### src/hdl/rwsd_pkg.sv
// Shared constants and types of the register write stream deframer.
`default_nettype none
package rwsd_pkg;

  localparam logic [31:0] FrameMagic = 32'h5349_4446;
  localparam int HdrLen = 12;
  localparam int EvtLen = 8;
  localparam int HdrIdxW = $clog2(HdrLen);
  localparam int EvtIdxW = $clog2(EvtLen);

  typedef struct packed {
    logic        hit;
    logic [31:0] count;
  } hdr_stat_t;

  typedef struct packed {
    logic        wr_vld;
    logic [7:0]  addr;
    logic [7:0]  val;
    logic [31:0] delay;
    logic [31:0] frames;
    logic [31:0] writes;
    logic [31:0] bad_chip;
  } evt_res_t;

endpackage
`default_nettype wire

### src/hdl/rwsd_hdr.sv
// Header search: 12-byte sliding window and magic match.
`default_nettype none
module rwsd_hdr (
  input  logic                clk_i,
  input  logic                rst_ni,
  input  logic                step_i,
  input  logic [7:0]          byte_i,
  output rwsd_pkg::hdr_stat_t stat_o
);
  import rwsd_pkg::*;

  logic [7:0]         win_q [HdrLen-1];
  logic [7:0]         win_d [HdrLen-1];
  logic [HdrIdxW-1:0] fill_q, fill_d;
  logic               last, magic_ok, hit;

  assign last     = (fill_q == HdrIdxW'(HdrLen - 1));
  assign magic_ok = ({win_q[3], win_q[2], win_q[1], win_q[0]} == FrameMagic);

  always_comb begin
    win_d  = win_q;
    fill_d = fill_q;
    hit    = 1'b0;
    if (step_i) begin
      if (last) begin
        if (magic_ok) begin
          hit    = 1'b1;
          fill_d = '0;
        end else begin
          for (int i = 0; i < HdrLen - 2; i++) begin
            win_d[i] = win_q[i+1];
          end
          win_d[HdrLen-2] = byte_i;
        end
      end else begin
        win_d[fill_q] = byte_i;
        fill_d        = fill_q + HdrIdxW'(1);
      end
    end
  end

  always_ff @(posedge clk_i) begin
    win_q <= win_d;
  end

  always_ff @(posedge clk_i or negedge rst_ni) begin
    if (!rst_ni) begin
      fill_q <= '0;
    end else begin
      fill_q <= fill_d;
    end
  end

  assign stat_o.hit   = hit;
  assign stat_o.count = {win_q[7], win_q[6], win_q[5], win_q[4]};

endmodule
`default_nettype wire

### src/hdl/rwsd_evt.sv
// Event assembly, chip filter and statistics counters.
`default_nettype none
module rwsd_evt (
  input  logic                clk_i,
  input  logic                rst_ni,
  input  logic                step_i,
  input  logic [7:0]          byte_i,
  input  rwsd_pkg::hdr_stat_t hdr_i,
  output logic                fin_o,
  output rwsd_pkg::evt_res_t  res_o
);
  import rwsd_pkg::*;

  logic [7:0]         ev_q [EvtLen-1];
  logic [7:0]         ev_d [EvtLen-1];
  logic [EvtIdxW-1:0] fill_q, fill_d;
  logic [31:0]        exp_q, exp_d;
  logic [31:0]        done_q, done_d;
  logic               skip_q, skip_d;
  logic [31:0]        frm_q, frm_d;
  logic [31:0]        wr_q, wr_d;
  logic [31:0]        bad_q, bad_d;
  logic               last, fin;

  assign last = (fill_q == EvtIdxW'(EvtLen - 1));

  always_comb begin
    ev_d   = ev_q;
    fill_d = fill_q;
    exp_d  = exp_q;
    done_d = done_q;
    skip_d = skip_q;
    frm_d  = frm_q;
    wr_d   = wr_q;
    bad_d  = bad_q;
    fin    = 1'b0;
    res_o.wr_vld = 1'b0;
    res_o.addr   = '0;
    res_o.val    = '0;
    res_o.delay  = '0;
    if (hdr_i.hit) begin
      exp_d  = hdr_i.count;
      done_d = '0;
      fill_d = '0;
      skip_d = (hdr_i.count == 32'd0);
      frm_d  = frm_q + 32'd1;
    end else if (step_i) begin
      if (last) begin
        fill_d = '0;
        if (done_q >= exp_q) begin
          fin = 1'b1;
        end else begin
          if (!skip_q) begin
            if (ev_q[0] != 8'd0) begin
              skip_d = 1'b1;
              bad_d  = bad_q + 32'd1;
            end else begin
              res_o.wr_vld = 1'b1;
              res_o.addr   = ev_q[1];
              res_o.val    = ev_q[2];
              res_o.delay  = {byte_i, ev_q[6], ev_q[5], ev_q[4]};
              wr_d         = wr_q + 32'd1;
            end
          end
          done_d = done_q + 32'd1;
          if (done_d >= exp_q) begin
            fin = 1'b1;
          end
        end
        if (fin) begin
          done_d = '0;
          skip_d = 1'b0;
        end
      end else begin
        ev_d[fill_q] = byte_i;
        fill_d       = fill_q + EvtIdxW'(1);
      end
    end
    res_o.frames   = frm_d;
    res_o.writes   = wr_d;
    res_o.bad_chip = bad_d;
  end

  always_ff @(posedge clk_i) begin
    ev_q <= ev_d;
  end

  always_ff @(posedge clk_i or negedge rst_ni) begin
    if (!rst_ni) begin
      fill_q <= '0;
      exp_q  <= '0;
      done_q <= '0;
      skip_q <= 1'b0;
      frm_q  <= '0;
      wr_q   <= '0;
      bad_q  <= '0;
    end else begin
      fill_q <= fill_d;
      exp_q  <= exp_d;
      done_q <= done_d;
      skip_q <= skip_d;
      frm_q  <= frm_d;
      wr_q   <= wr_d;
      bad_q  <= bad_d;
    end
  end

  assign fin_o = fin;

endmodule
`default_nettype wire

### src/hdl/register_write_stream_deframer_unit.sv
// Top level of the register write stream deframer.
// One stream byte is taken per transaction and every byte yields exactly one
// result transaction: a register write (chip 0 events) or an idle result with
// the three statistics counters. The block sustains one byte per clock while the
// result side is ready; a byte's result passes the input register, then the result
// register, and a stall on the result side can hold it between the two. Back-pressure
// on the result side stalls the input side only when both registers hold data. No
// clearing pass follows reset.
`default_nettype none
module register_write_stream_deframer_unit (
  input  logic        clk_i,
  input  logic        rst_ni,
  input  logic        in_valid_i,
  output logic        in_ready_o,
  input  logic [7:0]  stream_byte_i,
  output logic        out_valid_o,
  input  logic        out_ready_i,
  output logic        write_valid_o,
  output logic [7:0]  reg_address_o,
  output logic [7:0]  reg_value_o,
  output logic [31:0] delay_cycles_o,
  output logic [31:0] frames_decoded_o,
  output logic [31:0] writes_forwarded_o,
  output logic [31:0] unsupported_chip_frames_o
);
  import rwsd_pkg::*;

  logic       in_vld_q, in_vld_d;
  logic [7:0] byte_q;
  logic       out_vld_q, out_vld_d;
  evt_res_t   res_q, res;
  logic       phase_q, phase_d;
  logic       step, in_acc, fin;
  hdr_stat_t  hdr_stat;

  assign step       = in_vld_q && (!out_vld_q || out_ready_i);
  assign in_ready_o = !in_vld_q || step;
  assign in_acc     = in_valid_i && in_ready_o;

  rwsd_hdr u_hdr (
    .clk_i  (clk_i),
    .rst_ni (rst_ni),
    .step_i (step && !phase_q),
    .byte_i (byte_q),
    .stat_o (hdr_stat)
  );

  rwsd_evt u_evt (
    .clk_i  (clk_i),
    .rst_ni (rst_ni),
    .step_i (step && phase_q),
    .byte_i (byte_q),
    .hdr_i  (hdr_stat),
    .fin_o  (fin),
    .res_o  (res)
  );

  always_comb begin
    in_vld_d = in_vld_q;
    if (in_acc) begin
      in_vld_d = 1'b1;
    end else if (step) begin
      in_vld_d = 1'b0;
    end
    out_vld_d = out_vld_q;
    if (step) begin
      out_vld_d = 1'b1;
    end else if (out_ready_i) begin
      out_vld_d = 1'b0;
    end
    phase_d = phase_q;
    if (hdr_stat.hit) begin
      phase_d = 1'b1;
    end else if (fin) begin
      phase_d = 1'b0;
    end
  end

  always_ff @(posedge clk_i or negedge rst_ni) begin
    if (!rst_ni) begin
      in_vld_q  <= 1'b0;
      out_vld_q <= 1'b0;
      phase_q   <= 1'b0;
    end else begin
      in_vld_q  <= in_vld_d;
      out_vld_q <= out_vld_d;
      phase_q   <= phase_d;
    end
  end

  always_ff @(posedge clk_i) begin
    if (in_acc) begin
      byte_q <= stream_byte_i;
    end
    if (step) begin
      res_q <= res;
    end
  end

  assign out_valid_o               = out_vld_q;
  assign write_valid_o             = res_q.wr_vld;
  assign reg_address_o             = res_q.addr;
  assign reg_value_o               = res_q.val;
  assign delay_cycles_o            = res_q.delay;
  assign frames_decoded_o          = res_q.frames;
  assign writes_forwarded_o        = res_q.writes;
  assign unsupported_chip_frames_o = res_q.bad_chip;

endmodule
`default_nettype wire

### config.mk
export PLATFORM = sky130hd
export DESIGN_NAME = register_write_stream_deframer_unit
export DESIGN_NICKNAME = d
export VERILOG_FILES = /design/src/hdl/rwsd_pkg.sv /design/src/hdl/rwsd_hdr.sv /design/src/hdl/rwsd_evt.sv /design/src/hdl/register_write_stream_deframer_unit.sv
export SDC_FILE = /design/constraint.sdc
export NUM_CORES = 1
export LEC_CHECK = 0
export BUFFER_PORTS_ARGS = -buffer_cell sky130_fd_sc_hd__buf_2
export CELL_PAD_IN_SITES_DETAIL_PLACEMENT = 2
export CELL_PAD_IN_SITES_GLOBAL_PLACEMENT = 2
export CORE_MARGIN = 2
export CORE_UTILIZATION = 45
export DETAILED_ROUTE_END_ITERATION = 8
export GPL_TIMING_DRIVEN = 0
export PLACE_DENSITY_LB_ADDON = 0.1
export SYNTH_ARGS = -nofsm -noshare
export SYNTH_HDL_FRONTEND = slang
export SYNTH_HIERARCHICAL = 1
export SYNTH_SLANG_ARGS = --single-unit
### constraint.sdc
create_clock -name clk_i -period 12.45 [get_ports clk_i]
set_input_delay 3.1125 -clock clk_i [delete_from_list [all_inputs] [get_ports clk_i]]
set_output_delay 3.1125 -clock clk_i [all_outputs]
set_load 0.05 [all_outputs]
==> impl_metrics.tcl <==
set metrics [dict create \
    status "completed" \
    hold_depth 1 \
    syn_area_per_cell_sq_um 13.1 \
    holdWs_ns 0.475 \
    tightest_slew_ns 1.38 \
    crit_type "input pin to output port" \
    critPathCaptureType "output port" \
    antenna_left 0 \
    synthAdderAreaFrac_pct 4.59 \
    cts_hold_buf 0 \
    cts_tree "built" \
    rrSetupSlack_ns 7.29 \
    finalSetupViolations 0 \
    synth.top_cell.area_share_pct 43.0 \
    yosys.area_share.simple_pct 14.0 \
    cpMostUsedCell "buf_2" \
    layout.cells.most_common "edfxtp_1" \
    yosysWarnings 6 \
    slew_headroom_pct 7.39 \
    required_ns 9.34 \
    htree_levels 2 \
    r2r-end "u_evt/done_q[29]" \
    first_global_vias 15400 \
    syn-instance-count 1540 \
    synth-compound-area-share_pct 7.76 \
    syn2layout_area_growth_pct 16.6 \
    r2r_cells 15 \
    period_share_pct 54.1 \
    fmax_ghz 0.149 \
    drv_slew 0 \
    hold_class "flop to flop" \
    synthDistinctLibCells 69 \
    vdd_drop_max_mv 0.136 \
    clk_latency_ns 0.63 \
    clk_pin_slew_ns 0.06 \
    grt_max_degree 107 \
    initial_core_util_pct 45.6 \
    slowest_delay_ns 0.27 \
    synth_flop_cell "edfxtp_1" \
    finalPower_uw 4050 \
    yosys.area_share.xor_xnor_pct 5.34 \
    cts_root_buf "clkbuf_16" \
    fin_skew_ns 0.0416 \
    overflow 0 \
    cts_num_sinks 460 \
    hpwl_microns 42700 \
    die_area_sq_um 46500 \
    grt_antenna_before_repair 3 \
    fin_crit_ns 6.73 \
    synth_edf_count 289 \
    cts_resized 0 \
    muxShareOfSynthArea_pct 0.478 \
    die_h_microns 216 \
    place.gp.congestion 0.779 \
    powerDensity_nw_per_um2 172 \
    ys_seq_area_share_pct 64.3 \
    synth_area_leader_cell "edfxtp_1" \
    drive_above_1_share_pct 18.7 \
    crit_arrival_ns 3.62 \
    hold_viol 0 \
    totalWireLength_microns 64200 \
    cp_max_fo 3 \
    leakagePower_uw 0.00989 \
    async_reset_ff_share_pct 37.2 \
    core_sq_um 44200 \
    clockBufferDepth 3 \
    grt_use_total_pct 28.1 \
    syn-num-nets 1626 \
    final_cell_mix "edfxtp_1 (289), buf_2 (173), dfrtp_1 (171), nand2_1 (149), xnor2_1 (85)" \
    nets 1838 \
    synth_top_family_by_area "simple AND/OR/NAND/NOR gates" \
    synth_area_sq_um 20200 \
    setup-tns-final_ns 0 \
    cts_setup_buffers 0 \
    remaining_drc_errors 0 \
    grt_pass1_wl_microns 98400 \
    io_pins 159 \
    viasPerCell 5.76 \
    rsz0062_at_grt "false" \
    wl_per_cell_microns 26.9 \
    worst_setup_path_start_kind "input pin" \
    slowest_stage "buf_2" \
    hp-start "u_evt/bad_q[31]" \
    ys_ff_latch 460 \
    firstDrtPassIters 5 \
    cts_made_buffers 49 \
    die_w_microns 216 \
    numPortBuffers 158 \
    drt_iter0_markers 972 \
    crit_chain "buf_2, nand3b_4, buf_2" \
    synth.area.top_cells "edfxtp_1 (43%), dfrtp_1 (21%), ha_1 (4.6%)" \
    r2r_start "u_evt/done_q[3]" \
    rows 77 \
    cap_violations 0 \
    worst_hold_path.endpoint "u_evt/bad_q[31]" \
    fill_cells 4187 \
    via_count 13700 \
]
-- synthesized netlist by cell type, types with 16 or more instances --
library cell    n
o21ai_0        44
nor2_1         53
xor2_1         38
buf_4          37
and2_1         69
xnor2_1        85
and3_1         29
a22o_1         56
nand4_1        43
edfxtp_1      289
buf_2          16
inv_1          50
clkbuf_1       35
nand2_1       149
dfrtp_1       171
nand3_1        57
ha_1           74
a32o_1         25
a21oi_1        52
-- flip-flops by register name (all words and copies together), names as in the netlist --
register                   cells
u_evt/done_q                  32
delay_cycles_o                32
unsupported_chip_frames_o     32
u_evt/fill_q                   3
u_evt/bad_q                   32
u_evt/ev_q                    48
reg_value_o                    8
frames_decoded_o              32
in_vld_q                       1
u_evt/exp_q                   32
phase_q                        1
u_evt/skip_q                   1
reg_address_o                  8
u_evt/wr_q                    32
out_valid_o                    1
byte_q                         8
u_hdr/stat_o                  32
u_evt/frm_q                   32
write_valid_o                  1
u_hdr/win_q                   56
writes_forwarded_o            32
u_hdr/fill_q                   4
-- worst max path at each step --
stage                start                       endpoint  slack, ns  cells after the start
6_report       out_ready_i                     in_ready_o       5.72                      3
5_1_grt        out_ready_i           frames_decoded_o[26]       5.61                     12
4_1_cts        out_ready_i                     in_ready_o       5.71                      3
3_5_place_dp   out_ready_i                 reg_value_o[2]       5.44                     12
3_3_place_gp   out_ready_i  unsupported_chip_frames_o[31]       3.85                      3
2_1_floorplan  out_ready_i              delay_cycles_o[0]       5.33                      2
-- stage by stage --
stage	cells	worst slack, ns	util, %	cell area, sq um
floorplan	1540	5.33	-	20200
global placement	2290	3.85	49.1	21700
detailed placement	2293	5.44	49.3	21800
CTS	2385	5.71	53.1	23500
global route	2385	5.61	53.2	23500
finish	2386	5.72	53.2	23500
-- metal layers --
layer / track usage, % / share of wire [%] / vias up / wire length [microns]
met4: 10.7 / 3.4 / 2 / 2210
met2: 51.1 / 53 / 394 / 34000
met3: 3.65 / 4.2 / 120 / 2690
li1: - / - / 6029 / -
met1: 33.8 / 39 / 7203 / 25300
met5: 0 / 0.020 / - / 13
-- area by class of cell --
| class | count | area (sq um) | area share [%] |
|---|---|---|---|
| Tap cell | 592 | 741 | 3.15 |
| Buffer | 98 | 542 | 2.30 |
| Multi-Input combinational cell | 932 | 6490 | 27.6 |
| Timing Repair Buffer | 161 | 883 | 3.76 |
| Clock buffer | 68 | 1400 | 5.94 |
| Inverter | 50 | 188 | 0.798 |
| Antenna cell | 1 | 2.50 | 0.0106 |
| Sequential cell | 460 | 13000 | 55.1 |
| Clock inverter | 24 | 314 | 1.34 |
-- kinds of logic after synthesis --
logic type               count (synthesis)
AND/OR/NAND/NOR                        506
XOR/XNOR                               123
buffers and inverters                  148
multiplexers                             9
AO/OA/AOI/OAI                          220
adder cells (fa/ha/maj)                 74
flip-flops                             460
-- critical path, delay by kind of cell --
family / cells / cell delay (ns)
and+or+nand+nor: 1 / 0.13
buffers and inverters: 2 / 0.37
-- power breakdown --
part           internal [uW]  leakage (uW)  switching, uW  total, uW
combinational            189       0.00411            433        622
sequential              1790       0.00494           68.2       1860
clock                    915      0.000845            658       1570
Power figures use the tool's default switching activity.
